File: src/fss_pkg.sv
package fss_pkg;

    localparam logic [2:0] CMD_INBOUND  = 3'd0;
    localparam logic [2:0] CMD_TICK     = 3'd1;
    localparam logic [2:0] CMD_CONNECT  = 3'd2;
    localparam logic [2:0] CMD_APP_SEND = 3'd3;
    localparam logic [2:0] CMD_LOGOUT   = 3'd4;
    localparam logic [2:0] CMD_NEW_CONN = 3'd5;

    localparam logic [2:0] KIND_LOGON     = 3'd0;
    localparam logic [2:0] KIND_HEARTBEAT = 3'd1;
    localparam logic [2:0] KIND_TEST_REQ  = 3'd2;
    localparam logic [2:0] KIND_RESEND    = 3'd3;
    localparam logic [2:0] KIND_LOGOUT    = 3'd4;
    localparam logic [2:0] KIND_SEQ_RESET = 3'd5;

    localparam logic [3:0] ACT_NONE    = 4'd0;
    localparam logic [3:0] ACT_LOGON   = 4'd1;
    localparam logic [3:0] ACT_HB      = 4'd2;
    localparam logic [3:0] ACT_TEST    = 4'd3;
    localparam logic [3:0] ACT_RESEND  = 4'd4;
    localparam logic [3:0] ACT_REJECT  = 4'd5;
    localparam logic [3:0] ACT_LOGOUT  = 4'd6;
    localparam logic [3:0] ACT_DELIVER = 4'd7;
    localparam logic [3:0] ACT_SENT    = 4'd8;

    localparam logic [2:0] PH_DISC         = 3'd0;
    localparam logic [2:0] PH_AWAIT_LOGON  = 3'd1;
    localparam logic [2:0] PH_ACTIVE       = 3'd2;
    localparam logic [2:0] PH_AWAIT_RESEND = 3'd3;
    localparam logic [2:0] PH_AWAIT_LOGOUT = 3'd4;
    localparam logic [2:0] PH_LOGGED_OUT   = 3'd5;

    localparam logic [2:0] RSN_NONE      = 3'd0;
    localparam logic [2:0] RSN_NO_SEQ    = 3'd1;
    localparam logic [2:0] RSN_NO_NEWSEQ = 3'd2;
    localparam logic [2:0] RSN_REVERSAL  = 3'd3;
    localparam logic [2:0] RSN_BACK_RST  = 3'd4;
    localparam logic [2:0] RSN_PEER_OUT  = 3'd5;

    localparam logic [1:0] ERR_NONE     = 2'd0;
    localparam logic [1:0] ERR_REVERSAL = 2'd1;
    localparam logic [1:0] ERR_BACK_RST = 2'd2;
    localparam logic [1:0] ERR_UNRESP   = 2'd3;

    localparam logic [1:0] REG_INITIATOR = 2'd0;
    localparam logic [1:0] REG_HB_DEFAULT = 2'd1;
    localparam logic [1:0] REG_TOLERANCE = 2'd2;

    localparam int IN_BITS  = 112;
    localparam int OUT_BITS = 80;

    typedef struct packed {
        logic [3:0]  action;
        logic [31:0] seq;
        logic [31:0] val;
        logic        rst;
        logic [2:0]  reason;
    } pend_t;

    typedef struct packed {
        logic load;
        logic calc1;
        logic calc2;
        logic exec;
        logic sel;
    } fss_cmd_t;

    typedef struct packed {
        logic two;
    } fss_status_t;

endpackage

File: src/fss_ctrl.sv
module fss_ctrl (
    input  logic                clk,
    input  logic                rst_n,
    input  logic                in_fire,
    input  logic                out_fire,
    input  fss_pkg::fss_status_t status,
    output fss_pkg::fss_cmd_t   cmd,
    output logic                s_ready,
    output logic                m_valid
);
    import fss_pkg::*;

    typedef enum logic [2:0] {S_IDLE, S_CALC1, S_CALC2, S_EXEC, S_OUT} state_t;

    state_t state_reg;
    logic   idx_reg;
    logic   s_ready_reg;
    logic   m_valid_reg;

    always_ff @(posedge clk or negedge rst_n)
    begin
        if (!rst_n)
        begin
            state_reg   <= S_IDLE;
            idx_reg     <= 1'b0;
            s_ready_reg <= 1'b1;
            m_valid_reg <= 1'b0;
        end
        else
        begin
            case (state_reg)
                S_IDLE:
                begin
                    if (in_fire)
                    begin
                        state_reg   <= S_CALC1;
                        s_ready_reg <= 1'b0;
                    end
                end
                S_CALC1: state_reg <= S_CALC2;
                S_CALC2: state_reg <= S_EXEC;
                S_EXEC:
                begin
                    state_reg   <= S_OUT;
                    idx_reg     <= 1'b0;
                    m_valid_reg <= 1'b1;
                end
                S_OUT:
                begin
                    if (out_fire)
                    begin
                        if (status.two && !idx_reg)
                        begin
                            idx_reg <= 1'b1;
                        end
                        else
                        begin
                            state_reg   <= S_IDLE;
                            m_valid_reg <= 1'b0;
                            s_ready_reg <= 1'b1;
                        end
                    end
                end
                default:
                begin
                    state_reg   <= S_IDLE;
                    m_valid_reg <= 1'b0;
                    s_ready_reg <= 1'b1;
                end
            endcase
        end
    end

    assign cmd.load  = in_fire;
    assign cmd.calc1 = (state_reg == S_CALC1);
    assign cmd.calc2 = (state_reg == S_CALC2);
    assign cmd.exec  = (state_reg == S_EXEC);
    assign cmd.sel   = idx_reg;
    assign s_ready   = s_ready_reg;
    assign m_valid   = m_valid_reg;
endmodule

File: src/fss_datapath.sv
module fss_datapath (
    input  logic                     clk,
    input  logic                     rst_n,
    input  fss_pkg::fss_cmd_t        cmd,
    output fss_pkg::fss_status_t     status,
    input  logic [2:0]               in_command,
    input  logic [fss_pkg::IN_BITS-1:0] in_data,
    input  logic                     cfg_we,
    input  logic [1:0]               cfg_index,
    input  logic [15:0]              cfg_data,
    output logic [3:0]               out_action,
    output logic [fss_pkg::OUT_BITS-1:0] out_data,
    output logic                     out_last
);
    import fss_pkg::*;

    // configuration
    logic        init_reg;
    logic [15:0] hb_def_reg;
    logic [9:0]  tol_reg;

    // session state
    logic [2:0]  ph_reg;
    logic [1:0]  err_reg;
    logic [31:0] ei_reg, no_reg, tc_reg;
    logic [15:0] ni_reg;
    logic [39:0] lst_reg, lrt_reg;
    logic        to_reg, rr_reg;

    // latched word
    logic [2:0]           cmd_reg;
    logic [IN_BITS-1:0]   in_reg;

    // timing precompute
    logic [39:0] els_reg, elr_reg;
    logic        ges_reg, ger_reg;
    logic [25:0] iv1k_reg;
    logic [37:0] thr1_reg, thr2_reg;

    // results
    pend_t p0_reg, p1_reg;
    logic  two_reg;

    logic [2:0]  f_kind;
    logic        f_sv, f_pd, f_rf, f_vv;
    logic [31:0] f_seq, f_val;
    logic [39:0] f_now;

    assign f_kind = in_reg[2:0];
    assign f_sv   = in_reg[3];
    assign f_seq  = in_reg[35:4];
    assign f_pd   = in_reg[36];
    assign f_rf   = in_reg[37];
    assign f_vv   = in_reg[38];
    assign f_val  = in_reg[70:39];
    assign f_now  = in_reg[110:71];

    logic [2:0]  ph_n;
    logic [1:0]  err_n;
    logic [31:0] ei_n, no_n, tc_n;
    logic [15:0] ni_n;
    logic [39:0] lst_n, lrt_n;
    logic        to_n, rr_n;
    pend_t       pv [2];
    logic [1:0]  n;
    logic        chk, is_logon, ok, own_reset;
    logic        hb_due, reach1, reach2;

    assign hb_due = ges_reg && (els_reg >= {14'd0, iv1k_reg});
    assign reach1 = ger_reg && ({elr_reg, 8'd0} >= {10'd0, thr1_reg});
    assign reach2 = ger_reg && ({elr_reg, 8'd0} >= {10'd0, thr2_reg});

    always_comb
    begin
        ph_n = ph_reg; err_n = err_reg; ei_n = ei_reg; no_n = no_reg; tc_n = tc_reg;
        ni_n = ni_reg; lst_n = lst_reg; lrt_n = lrt_reg; to_n = to_reg; rr_n = rr_reg;
        pv[0] = '0;
        pv[1] = '0;
        n = 2'd0;
        chk = 1'b0;
        is_logon = 1'b0;
        ok = 1'b0;
        own_reset = 1'b0;
        case (cmd_reg)
            CMD_INBOUND:
            begin
                lrt_n = f_now;
                if (f_kind == KIND_LOGON)
                begin
                    is_logon = 1'b1;
                    own_reset = rr_n;
                    rr_n = 1'b0;
                    if (f_rf && !own_reset)
                    begin
                        ei_n = 32'd1;
                        no_n = 32'd1;
                    end
                    if (f_vv)
                    begin
                        ni_n = (f_val > 32'd65535) ? 16'hFFFF : f_val[15:0];
                    end
                    if (!init_reg && ph_n == PH_DISC)
                    begin
                        pv[n[0]] = '{ACT_LOGON, no_n, {16'd0, ni_n}, f_rf, RSN_NONE};
                        n = n + 2'd1; no_n = no_n + 32'd1; lst_n = f_now;
                    end
                    chk = 1'b1;
                end
                else if (ph_n != PH_DISC)
                begin
                    if (f_kind == KIND_SEQ_RESET)
                    begin
                        if (!f_vv)
                        begin
                            pv[n[0]] = '{ACT_REJECT, no_n, f_sv ? f_seq : 32'd0, 1'b0,
                                         RSN_NO_NEWSEQ};
                            n = n + 2'd1; no_n = no_n + 32'd1; lst_n = f_now;
                        end
                        else if (f_val < ei_n)
                        begin
                            err_n = ERR_BACK_RST;
                            pv[n[0]] = '{ACT_LOGOUT, no_n, 32'd0, 1'b0, RSN_BACK_RST};
                            n = n + 2'd1; no_n = no_n + 32'd1; lst_n = f_now;
                            ph_n = PH_LOGGED_OUT;
                        end
                        else
                        begin
                            ei_n = f_val;
                            if (ph_n == PH_AWAIT_RESEND)
                            begin
                                ph_n = PH_ACTIVE;
                            end
                        end
                    end
                    else
                    begin
                        chk = 1'b1;
                    end
                end
                if (chk)
                begin
                    if (!f_sv)
                    begin
                        pv[n[0]] = '{ACT_REJECT, no_n, 32'd0, 1'b0, RSN_NO_SEQ};
                        n = n + 2'd1; no_n = no_n + 32'd1; lst_n = f_now;
                    end
                    else if (f_seq == ei_n)
                    begin
                        ei_n = f_seq + 32'd1;
                        ok = 1'b1;
                    end
                    else if (f_seq < ei_n)
                    begin
                        if (!f_pd)
                        begin
                            err_n = ERR_REVERSAL;
                            pv[n[0]] = '{ACT_LOGOUT, no_n, 32'd0, 1'b0, RSN_REVERSAL};
                            n = n + 2'd1; no_n = no_n + 32'd1; lst_n = f_now;
                            ph_n = PH_LOGGED_OUT;
                        end
                    end
                    else if (ph_n != PH_AWAIT_RESEND)
                    begin
                        ph_n = PH_AWAIT_RESEND;
                        pv[n[0]] = '{ACT_RESEND, no_n, ei_n, 1'b0, RSN_NONE};
                        n = n + 2'd1; no_n = no_n + 32'd1; lst_n = f_now;
                    end
                end
                if (ok)
                begin
                    if (is_logon)
                    begin
                        ph_n = PH_ACTIVE;
                    end
                    else
                    begin
                        case (f_kind)
                            KIND_HEARTBEAT:
                            begin
                                if (to_n && f_vv && f_val == tc_n)
                                begin
                                    to_n = 1'b0;
                                end
                            end
                            KIND_TEST_REQ:
                            begin
                                pv[n[0]] = '{ACT_HB, no_n, f_vv ? f_val : 32'd0, 1'b0,
                                             RSN_NONE};
                                n = n + 2'd1; no_n = no_n + 32'd1; lst_n = f_now;
                            end
                            KIND_RESEND: ;
                            KIND_LOGOUT:
                            begin
                                if (ph_n != PH_AWAIT_LOGOUT)
                                begin
                                    pv[n[0]] = '{ACT_LOGOUT, no_n, 32'd0, 1'b0, RSN_PEER_OUT};
                                    n = n + 2'd1; no_n = no_n + 32'd1; lst_n = f_now;
                                end
                                ph_n = PH_LOGGED_OUT;
                            end
                            default:
                            begin
                                pv[n[0]] = '{ACT_DELIVER, 32'd0, 32'd0, 1'b0, RSN_NONE};
                                n = n + 2'd1;
                            end
                        endcase
                    end
                end
            end
            CMD_TICK:
            begin
                if (ph_reg != PH_DISC && ph_reg != PH_LOGGED_OUT && ni_reg != 16'd0)
                begin
                    if (hb_due)
                    begin
                        pv[n[0]] = '{ACT_HB, no_n, 32'd0, 1'b0, RSN_NONE};
                        n = n + 2'd1; no_n = no_n + 32'd1; lst_n = f_now;
                    end
                    if (to_reg)
                    begin
                        if (reach2)
                        begin
                            err_n = ERR_UNRESP;
                            ph_n = PH_LOGGED_OUT;
                        end
                    end
                    else if (reach1)
                    begin
                        tc_n = tc_reg + 32'd1;
                        pv[n[0]] = '{ACT_TEST, no_n, tc_n, 1'b0, RSN_NONE};
                        n = n + 2'd1; no_n = no_n + 32'd1; lst_n = f_now;
                        to_n = 1'b1;
                    end
                end
            end
            CMD_CONNECT:
            begin
                if (init_reg)
                begin
                    if (f_rf)
                    begin
                        ei_n = 32'd1;
                        no_n = 32'd1;
                    end
                    rr_n = f_rf;
                    pv[n[0]] = '{ACT_LOGON, no_n, {16'd0, ni_n}, f_rf, RSN_NONE};
                    n = n + 2'd1; no_n = no_n + 32'd1; lst_n = f_now;
                    ph_n = PH_AWAIT_LOGON;
                    lrt_n = f_now;
                end
            end
            CMD_APP_SEND:
            begin
                if (ph_reg == PH_ACTIVE)
                begin
                    pv[n[0]] = '{ACT_SENT, no_n, 32'd0, 1'b0, RSN_NONE};
                    n = n + 2'd1; no_n = no_n + 32'd1; lst_n = f_now;
                end
            end
            CMD_LOGOUT:
            begin
                pv[n[0]] = '{ACT_LOGOUT, no_n, 32'd0, 1'b0, RSN_NONE};
                n = n + 2'd1; no_n = no_n + 32'd1; lst_n = f_now;
                ph_n = PH_AWAIT_LOGOUT;
            end
            CMD_NEW_CONN:
            begin
                ph_n = PH_DISC;
                err_n = ERR_NONE;
                lst_n = 40'd0;
                lrt_n = 40'd0;
                to_n = 1'b0;
                rr_n = 1'b0;
            end
            default: ;
        endcase
    end

    always_ff @(posedge clk)
    begin
        if (cmd.load)
        begin
            cmd_reg <= in_command;
            in_reg  <= in_data;
        end
        if (cmd.calc1)
        begin
            ges_reg  <= (f_now >= lst_reg);
            els_reg  <= f_now - lst_reg;
            ger_reg  <= (f_now >= lrt_reg);
            elr_reg  <= f_now - lrt_reg;
            iv1k_reg <= 26'(ni_reg * 26'd1000);
        end
        if (cmd.calc2)
        begin
            thr1_reg <= 38'(iv1k_reg * (12'd256 + {2'd0, tol_reg}));
            thr2_reg <= 38'(iv1k_reg * (12'd256 + {1'b0, tol_reg, 1'b0}));
        end
        if (cmd.exec)
        begin
            p0_reg  <= pv[0];
            p1_reg  <= pv[1];
            two_reg <= (n == 2'd2);
        end
    end

    always_ff @(posedge clk or negedge rst_n)
    begin
        if (!rst_n)
        begin
            init_reg   <= 1'b1;
            hb_def_reg <= 16'd30;
            tol_reg    <= 10'd51;
            ph_reg     <= PH_DISC;
            err_reg    <= ERR_NONE;
            ei_reg     <= 32'd1;
            no_reg     <= 32'd1;
            ni_reg     <= 16'd30;
            lst_reg    <= 40'd0;
            lrt_reg    <= 40'd0;
            to_reg     <= 1'b0;
            tc_reg     <= 32'd0;
            rr_reg     <= 1'b0;
        end
        else
        begin
            if (cmd.exec)
            begin
                ph_reg  <= ph_n;
                err_reg <= err_n;
                ei_reg  <= ei_n;
                no_reg  <= no_n;
                ni_reg  <= ni_n;
                lst_reg <= lst_n;
                lrt_reg <= lrt_n;
                to_reg  <= to_n;
                tc_reg  <= tc_n;
                rr_reg  <= rr_n;
            end
            if (cfg_we)
            begin
                case (cfg_index)
                    REG_INITIATOR: init_reg <= cfg_data[0];
                    REG_HB_DEFAULT:
                    begin
                        hb_def_reg <= cfg_data;
                        ni_reg     <= cfg_data;
                    end
                    REG_TOLERANCE: tol_reg <= cfg_data[9:0];
                    default: ;
                endcase
            end
        end
    end

    pend_t cur;
    assign cur = cmd.sel ? p1_reg : p0_reg;
    // empty result list: p0 is all zeros, which reads as action none
    assign out_action = cur.action;
    assign out_data = {7'd0, err_reg, ph_reg, cur.reason, cur.rst, cur.val, cur.seq};
    assign out_last = cmd.sel || !two_reg;
    assign status.two = two_reg;
endmodule

File: src/fix_session_sequencer_unit.sv
// FIX session sequencer: one event word in, one or two action words out.
// An accepted event passes through the CALC1, CALC2 and EXEC states before the first output word.
// The controller handles one event at a time: a new event is accepted only after the
// last output word is taken, so an output stall also holds back the input.
// Reset (rst_n low, asynchronous): session disconnected, both sequence
// numbers 1, registers at initiator=1, heartbeat 30 s, tolerance 51/256.
module fix_session_sequencer_unit (
    input  logic         clk,
    input  logic         rst_n,
    // inbound event words
    input  logic         s_tvalid,
    output logic         s_tready,
    // msg_kind[2:0], seq_valid[3], seq_num[35:4], poss_dup[36], reset_flag[37],
    // value_valid[38], value[70:39], now_ms[110:71], zero fill [111]
    input  logic [111:0] s_tdata,
    // command[2:0]
    input  logic [2:0]   s_tuser,
    // action words
    output logic         m_tvalid,
    input  logic         m_tready,
    // out_seq[31:0], action_value[63:32], reset_out[64], reason_code[67:65],
    // session_state[70:68], error_code[72:71], zero fill [79:73]
    output logic [79:0]  m_tdata,
    // action[3:0]
    output logic [3:0]   m_tuser,
    output logic         m_tlast,
    // register writes: 0 initiator, 1 heartbeat_default_s, 2 tolerance_q8
    input  logic         cfg_we,
    input  logic [1:0]   cfg_index,
    input  logic [15:0]  cfg_data
);
    import fss_pkg::*;

    fss_cmd_t    cmd;
    fss_status_t status;
    logic        in_fire, out_fire;

    // accept a word only in idle; hold results until the sink takes them
    assign in_fire  = s_tvalid && s_tready;
    assign out_fire = m_tvalid && m_tready;

    fss_ctrl u_ctrl (
        .clk      (clk),
        .rst_n    (rst_n),
        .in_fire  (in_fire),
        .out_fire (out_fire),
        .status   (status),
        .cmd      (cmd),
        .s_ready  (s_tready),
        .m_valid  (m_tvalid)
    );

    // datapath: latch the word, take elapsed times, form thresholds, apply the event
    fss_datapath u_dp (
        .clk        (clk),
        .rst_n      (rst_n),
        .cmd        (cmd),
        .status     (status),
        .in_command (s_tuser),
        .in_data    (s_tdata),
        .cfg_we     (cfg_we),
        .cfg_index  (cfg_index),
        .cfg_data   (cfg_data),
        .out_action (m_tuser),
        .out_data   (m_tdata),
        .out_last   (m_tlast)
    );
endmodule

File: config.mk
export PLATFORM = sky130hd
export DESIGN_NAME = fix_session_sequencer_unit
export DESIGN_NICKNAME = d
export VERILOG_FILES = /design/src/fss_pkg.sv /design/src/fss_ctrl.sv /design/src/fss_datapath.sv /design/src/fix_session_sequencer_unit.sv
export SDC_FILE = /design/constraint.sdc
export NUM_CORES = 2
export LEC_CHECK = 0
export BUFFER_PORTS_ARGS = -buffer_cell sky130_fd_sc_hd__clkbuf_2
export CAP_MARGIN = 15
export CELL_PAD_IN_SITES_DETAIL_PLACEMENT = 2
export CELL_PAD_IN_SITES_GLOBAL_PLACEMENT = 2
export CORE_MARGIN = 2
export CORE_UTILIZATION = 44
export CTS_CLUSTER_SIZE = 28
export DETAILED_ROUTE_END_ITERATION = 6
export PLACE_DENSITY_LB_ADDON = 0.15
export SYNTH_ARGS = -nofsm -noshare
export SYNTH_HDL_FRONTEND = slang
export SYNTH_SLANG_ARGS = --single-unit
File: constraint.sdc
create_clock -name clk -period 26.9 [get_ports clk]
set_input_delay 4.035 -clock clk [delete_from_list [all_inputs] [get_ports clk]]
set_output_delay 4.035 -clock clk [all_outputs]
set_load 0.05 [all_outputs]
-- After elaboration in Yosys (flattened, before gate mapping)
Cells that the tools add are included.
W data, S select, Z words.
- bits of input ports: 138
- output and inout bits: 87
- register bits: 650
- $add $sub $neg: 15
- multipliers: 3
- magnitude comparators: 14
- reductions and logical operators: 52
- bitwise logic cells: 9
- eq/ne operators: 39
- mux-type cells: 218
- operator list (cell ; number):
    $mux W144 ; 13
    $mux W32 ; 45
    $bwmux W144 ; 6
    $mux W40 ; 21
    $mux W72 ; 11
    $pmux W144 S3 ; 1
    $pmux W72 S5 ; 1
    $add A32 B1 Y32 const B ; 8
    $pmux W40 S6 ; 1
    $demux W72 S1 ; 3
    $pmux W32 S5 ; 1
    $pmux W72 S2 ; 1
    $mux W71 ; 2
    $and A138 B138 Y138 ; 1
    $mux W69 ; 2
    $not A138 Y138 ; 1
    $pmux W32 S2 ; 2
    $pmux W40 S3 ; 1
    $mux W16 ; 7
    $ge A48 B38 Y1 ; 2
    $ge A40 B40 Y1 ; 2
    $pmux W40 S2 ; 1
    $sub A40 B40 Y40 ; 2
    $mul A23 B38 Y35 ; 2
    other kinds (50) ; 213

-- Depth between registers and ports, before layout
- depth after elaboration: 26
- depth in mapped cells: 33

-- Cells and area by module
Synthesis repeated with hierarchy kept, for this count alone.
- cells, all modules: 6477
- area, all modules: 59688.5 µm²
- modules (own cells, without submodules) (module ; cells each ; instances ; sequential area each (µm²) ; area an instance (µm²)):
    fss_datapath ; 6446 ; 1 ; 18121.1 ; 59380.7
    fss_ctrl ; 29 ; 1 ; 151.4 ; 295.3
    fix_session_sequencer_unit ; 2 ; 1 ; 0.0 ; 12.5

-- Least setup slack after synthesis
Ideal clock, no wire load.
- path type: register to register
- from: reg u_ctrl.state_reg[1]
- to: reg u_ctrl.state_reg[1]
- data arrival time: 8.931 ns
- setup slack: 17.856 ns
- data required time: 26.787 ns
- stages on the path, launching flop included: 4
- cells stage by stage: dfrtp_1 -> clkbuf_1 -> nor3b_1 -> or2_2
- word-level cells in the longest chain between the ends: 3
- elaborated cells on any way between the ends: 10
- classes of those cells: 7 x eq/ne; 1 x mux; 2 x reduce/logical
- RTL lines (item ; line ; source):
    start: declaration ; fss_ctrl.sv:15 ; state_t state_reg;
    start signal: assignment ; fss_ctrl.sv:24 ; state_reg <= S_IDLE;
    start signal: assignment ; fss_ctrl.sv:36 ; state_reg <= S_CALC1;
    start signal: assignment ; fss_ctrl.sv:40 ; S_CALC1: state_reg <= S_CALC2;
    $eq A3 B3 Y1 or $logic_not A3 Y1 (tied branches) ; fss_ctrl.sv:31 ; case (state_reg)
    $ne A2 B2 Y1 (no source line) ; - ;
    $reduce_and A3 Y1 (no source line) ; - ;
Parallel ways exist; a longest one is shown, timed or not.
A chain may end at the register's enable or synchronous reset.

-- Final worst setup path
- from: reg u_dp.in_reg[68]
- to: reg u_dp.no_reg[20]
- word-level cells in the longest chain between the ends: 20
- elaborated cells on any way between the ends: 48
- classes of those cells: 2 x add/sub; 2 x order compare; 3 x eq/ne; 41 x mux
- RTL lines (item ; line ; source):
    start: declaration ; fss_datapath.sv:32 ; logic [IN_BITS-1:0] in_reg;
    start signal: assignment ; fss_datapath.sv:284 ; in_reg <= in_data;
    $lt A32 B32 Y1 ; fss_datapath.sv:119 ; else if (f_val < ei_n)
    $mux W32 or $mux W3 (tied branches) ; fss_datapath.sv:119 ;
    $mux W32 or $mux W3 (tied branches) ; fss_datapath.sv:113 ; if (!f_vv)
    $mux W32 or $mux W3 (tied branches) ; fss_datapath.sv:111 ; if (f_kind == KIND_SEQ_RESET)
    $mux W32 or $mux W3 (tied branches) ; fss_datapath.sv:109 ; else if (ph_n != PH_DISC)
    $mux W32 or $mux W3 (tied branches) ; fss_datapath.sv:88 ; if (f_kind == KIND_LOGON)
    $mux W32 or $mux W3 (tied branches) ; fss_datapath.sv:84 ; case (cmd_reg)
    $add A32 B1 Y32 or $ne A3 B2 Y1 (tied branches) ; - ;
    [4 not listed] ; - ;
    $mux W32 or $mux W3 (tied branches) ; fss_datapath.sv:140 ; if (chk)
    $mux W32 or $mux W3 (tied branches) ; fss_datapath.sv:84 ;
    $add A32 B1 Y32 or $ne A3 B3 Y1 (tied branches) ; fss_datapath.sv:189, fss_datapath.sv:197, fss_datapath.sv:194 ;
    $mux W32 ; fss_datapath.sv:194 ; if (ph_n != PH_AWAIT_LOGOUT)
    $pmux W32 S2 ; fss_datapath.sv:177 ; case (f_kind)
    $mux W32 ; fss_datapath.sv:171 ; if (is_logon)
    $mux W32 (*) ; fss_datapath.sv:169 ; if (ok)
    $pmux W32 S5 (*) ; fss_datapath.sv:84 ;
    end signal: assignment ; fss_datapath.sv:332 ; no_reg <= no_n;
    end: declaration ; fss_datapath.sv:25 ; logic [31:0] ei_reg, no_reg, tc_reg;
Every way passes the cells marked *; elsewhere a longest branch is shown, timed or not. The select of a mux whose other input is x is not followed.

==> impl_metrics.json <==
{
  "status": "finished, violations left",
  "violations": "DRC",
  "cp_common_cell": "ha_1",
  "grt_pass1_wl_mm": 385,
  "fillerInstances": 14300,
  "cts_sinks": 645,
  "max_stage_delay_ns": 0.72,
  "clock_skew_ns": 0.0391,
  "layoutNonFillerInstCount": 8356,
  "cap_violations": 0,
  "drive_gt1_share_pct": 9.78,
  "cp.required_ns": 27.48,
  "synth-main-ff-cell": "edfxtp_1",
  "synth_edf_count": 429,
  "grtUsageTotal_pct": 37.1,
  "vias_per_cell": 6.32,
  "overflow": 0,
  "critical_path_arrival_ns": 10.91,
  "chipHeight_um": 372,
  "post-dp-hpwl_mm": 191,
  "worstSetupPathType": "flip-flop to flip-flop",
  "relSlewSlack_pct": 14.5,
  "timing.final.crit_share_pct": 38.4,
  "clk_path_buf_depth": 3,
  "drt_iter0_markers": 4379,
  "mostFrequentLayoutCells": "nand2_1, inv_1, ha_1",
  "tightest_slew_ns": 1.28,
  "initial_core_util_pct": 44.4,
  "htreeDepth": 3,
  "io_buffers": 216,
  "yosys.area.top_type": "edfxtp_1",
  "critPathSlowestCell": "a2111oi_0",
  "dr.pass1.iters": 7,
  "finalMaxSlewViolations": 0,
  "core_region_area_mm2": 0.134,
  "setup_viol": 0,
  "root_buffer": "clkbuf_16",
  "cts_tree": "done",
  "endpoint_kind": "flip-flop",
  "vias": 52800,
  "fin_nets": 7528,
  "grt_max_degree": 82,
  "wl_per_cell_um": 30.8,
  "synth_area_leaders": "edfxtp_1, fa_1, ha_1",
  "hp-class": "flip-flop to flip-flop",
  "syn-cell-area_mm2": 0.0595,
  "grt_pass1_vias": 59400,
  "worst_setup_path_start_kind": "flip-flop",
  "hold_violations": 0,
  "final_common_cell": "nand2_1",
  "cts_resized": 0,
  "placedCellCount": 8196,
  "stdcell_area_mm2": 0.0653,
  "path_clk_slew_ns": 0.06,
  "syn_area_per_cell_um2": 9.27,
  "die-width_um": 372,
  "yosysWarnings": 0,
  "critPathMaxFanout": 64,
  "wl_mm": 257,
  "drt.antenna.violating_nets": 0,
  "timing.fmax_ghz": 0.0968,
  "seq_area_frac_synth_pct": 30.7,
  "antenna_found_initial": 4,
  "numCtsBuffers": 82,
  "dieArea_mm2": 0.138,
  "rsz0062_at_grt": "false",
  "cts.hold.buffers_added": 0,
  "place_congestion": 0.962,
  "fin_crit_ns": 10.33,
  "area_growth_pct": 9.64,
  "setup_tns_ns": 0,
  "synth-seq-cells": 645,
  "clk_latency_ns": 0.73,
  "rows": 134,
  "largest_reg_flops": 111,
  "netlist_instances": 6425,
  "synth.distinct_cells": 112,
  "drc_errors": 2,
  "post-cts-setup-buffer-count": 0,
  "async_flop_share_pct": 33.5,
  "ioPinCount": 225,
  "yosysTopAreaCellShare_pct": 21.6,
  "utilization_pct": 48.7,
  "post_dp_cell_area_mm2": 0.0625
}
[worst paths after layout]
kind / startpoint / endpoint / slack (ns) / cells after the start
hold reg to reg: u_dp.lrt_reg[30] / u_dp.lrt_reg[30] / 0.49 / 2
hold / removal: u_dp.lrt_reg[30] / u_dp.lrt_reg[30] / 0.49 / 2
setup reg to reg: u_dp.in_reg[68] / u_dp.no_reg[20] / 16.57 / 28
setup / recovery: u_dp.in_reg[68] / u_dp.no_reg[20] / 16.57 / 28
max in group asynchronous: rst_n / u_dp.no_reg[18] / 21.51 / 3
min in group asynchronous: rst_n / u_dp.ni_reg[13] / 3.24 / 1
[synthesized netlist by cell type, drive strengths merged, types with 34 or more instances]
library cell and count:
o21ai 393, clkbuf 279, fa 412, a22oi 69, ha 462, nor3 146
xor2 122, and3 67, nand2b 55, nor2b 46, a31oi 45, a22o 58
nand3 131, inv 691, mux2 87, edfxtp 429, buf 42, o22ai 127
a21o 86, or3 36, nor4 55, a21oi 341, and2 132, nor2 372
nand4 76, nand2 706, a221oi 34, xnor2 276, dfrtp 204
[final cells by class]
cell class	count	area (um2)	share of cell area (%)
Clock buffer	113	2340	3.59
Tap cell	1768	2210	3.39
Antenna cell	2	5.00	0.00767
Inverter	692	2610	3.99
Timing Repair Buffer	321	1910	2.92
Sequential cell	645	18300	28.0
Multi-Input combinational cell	4774	37500	57.4
Clock inverter	41	410	0.629
[per-stage QoR]
| step | setup WS, ns | hold WS [ns] |
|---|---|---|
| floorplan | 17.86 | 0.450 |
| global placement | 17.11 | 0.461 |
| CTS | 16.78 | 0.490 |
| finish | 16.57 | 0.487 |
| detailed placement | 16.90 | 0.476 |
| global route | 16.16 | 0.504 |
[per-layer routing]
layer  wire [um]  share of wire (%)  track usage, %  vias up
li1            -                  -               -    22600
met1      102000                 39            45.3    27500
met2      125000                 49            63.0     2021
met3       15600                6.1            5.97      657
met4       15100                5.9            19.6        2
met5          19             0.0074               0        -
[worst max-delay path, delay by kind of cell, from the launching register on]
| kind | cells | cell delay (ns) |
|---|---|---|
| adder cells (fa/ha/maj) | 3 | 1.00 |
| flip-flops | 1 | 0.53 |
| AND/OR/NAND/NOR | 11 | 3.51 |
| AO/OA/AOI/OAI | 10 | 3.32 |
| XOR/XNOR | 1 | 0.56 |
| buffers and inverters | 2 | 0.79 |
| multiplexers | 1 | 0.37 |
[cells by family after synthesis]
kind of cell	Yosys count	share of synthesized area, %
and+or+nand+nor	1920	15.5
muxes	114	2.10
DFF	645	30.7
other	1	0.00630
xor gates and xnor gates	398	5.86
AOI/OAI and AO/OA	1460	15.7
buffers and inverters	1013	6.50
adders and majority gates	874	23.6
Power is not shown: default switching activity piles up to over one toggle a cycle in this logic, so the estimate is an artifact.
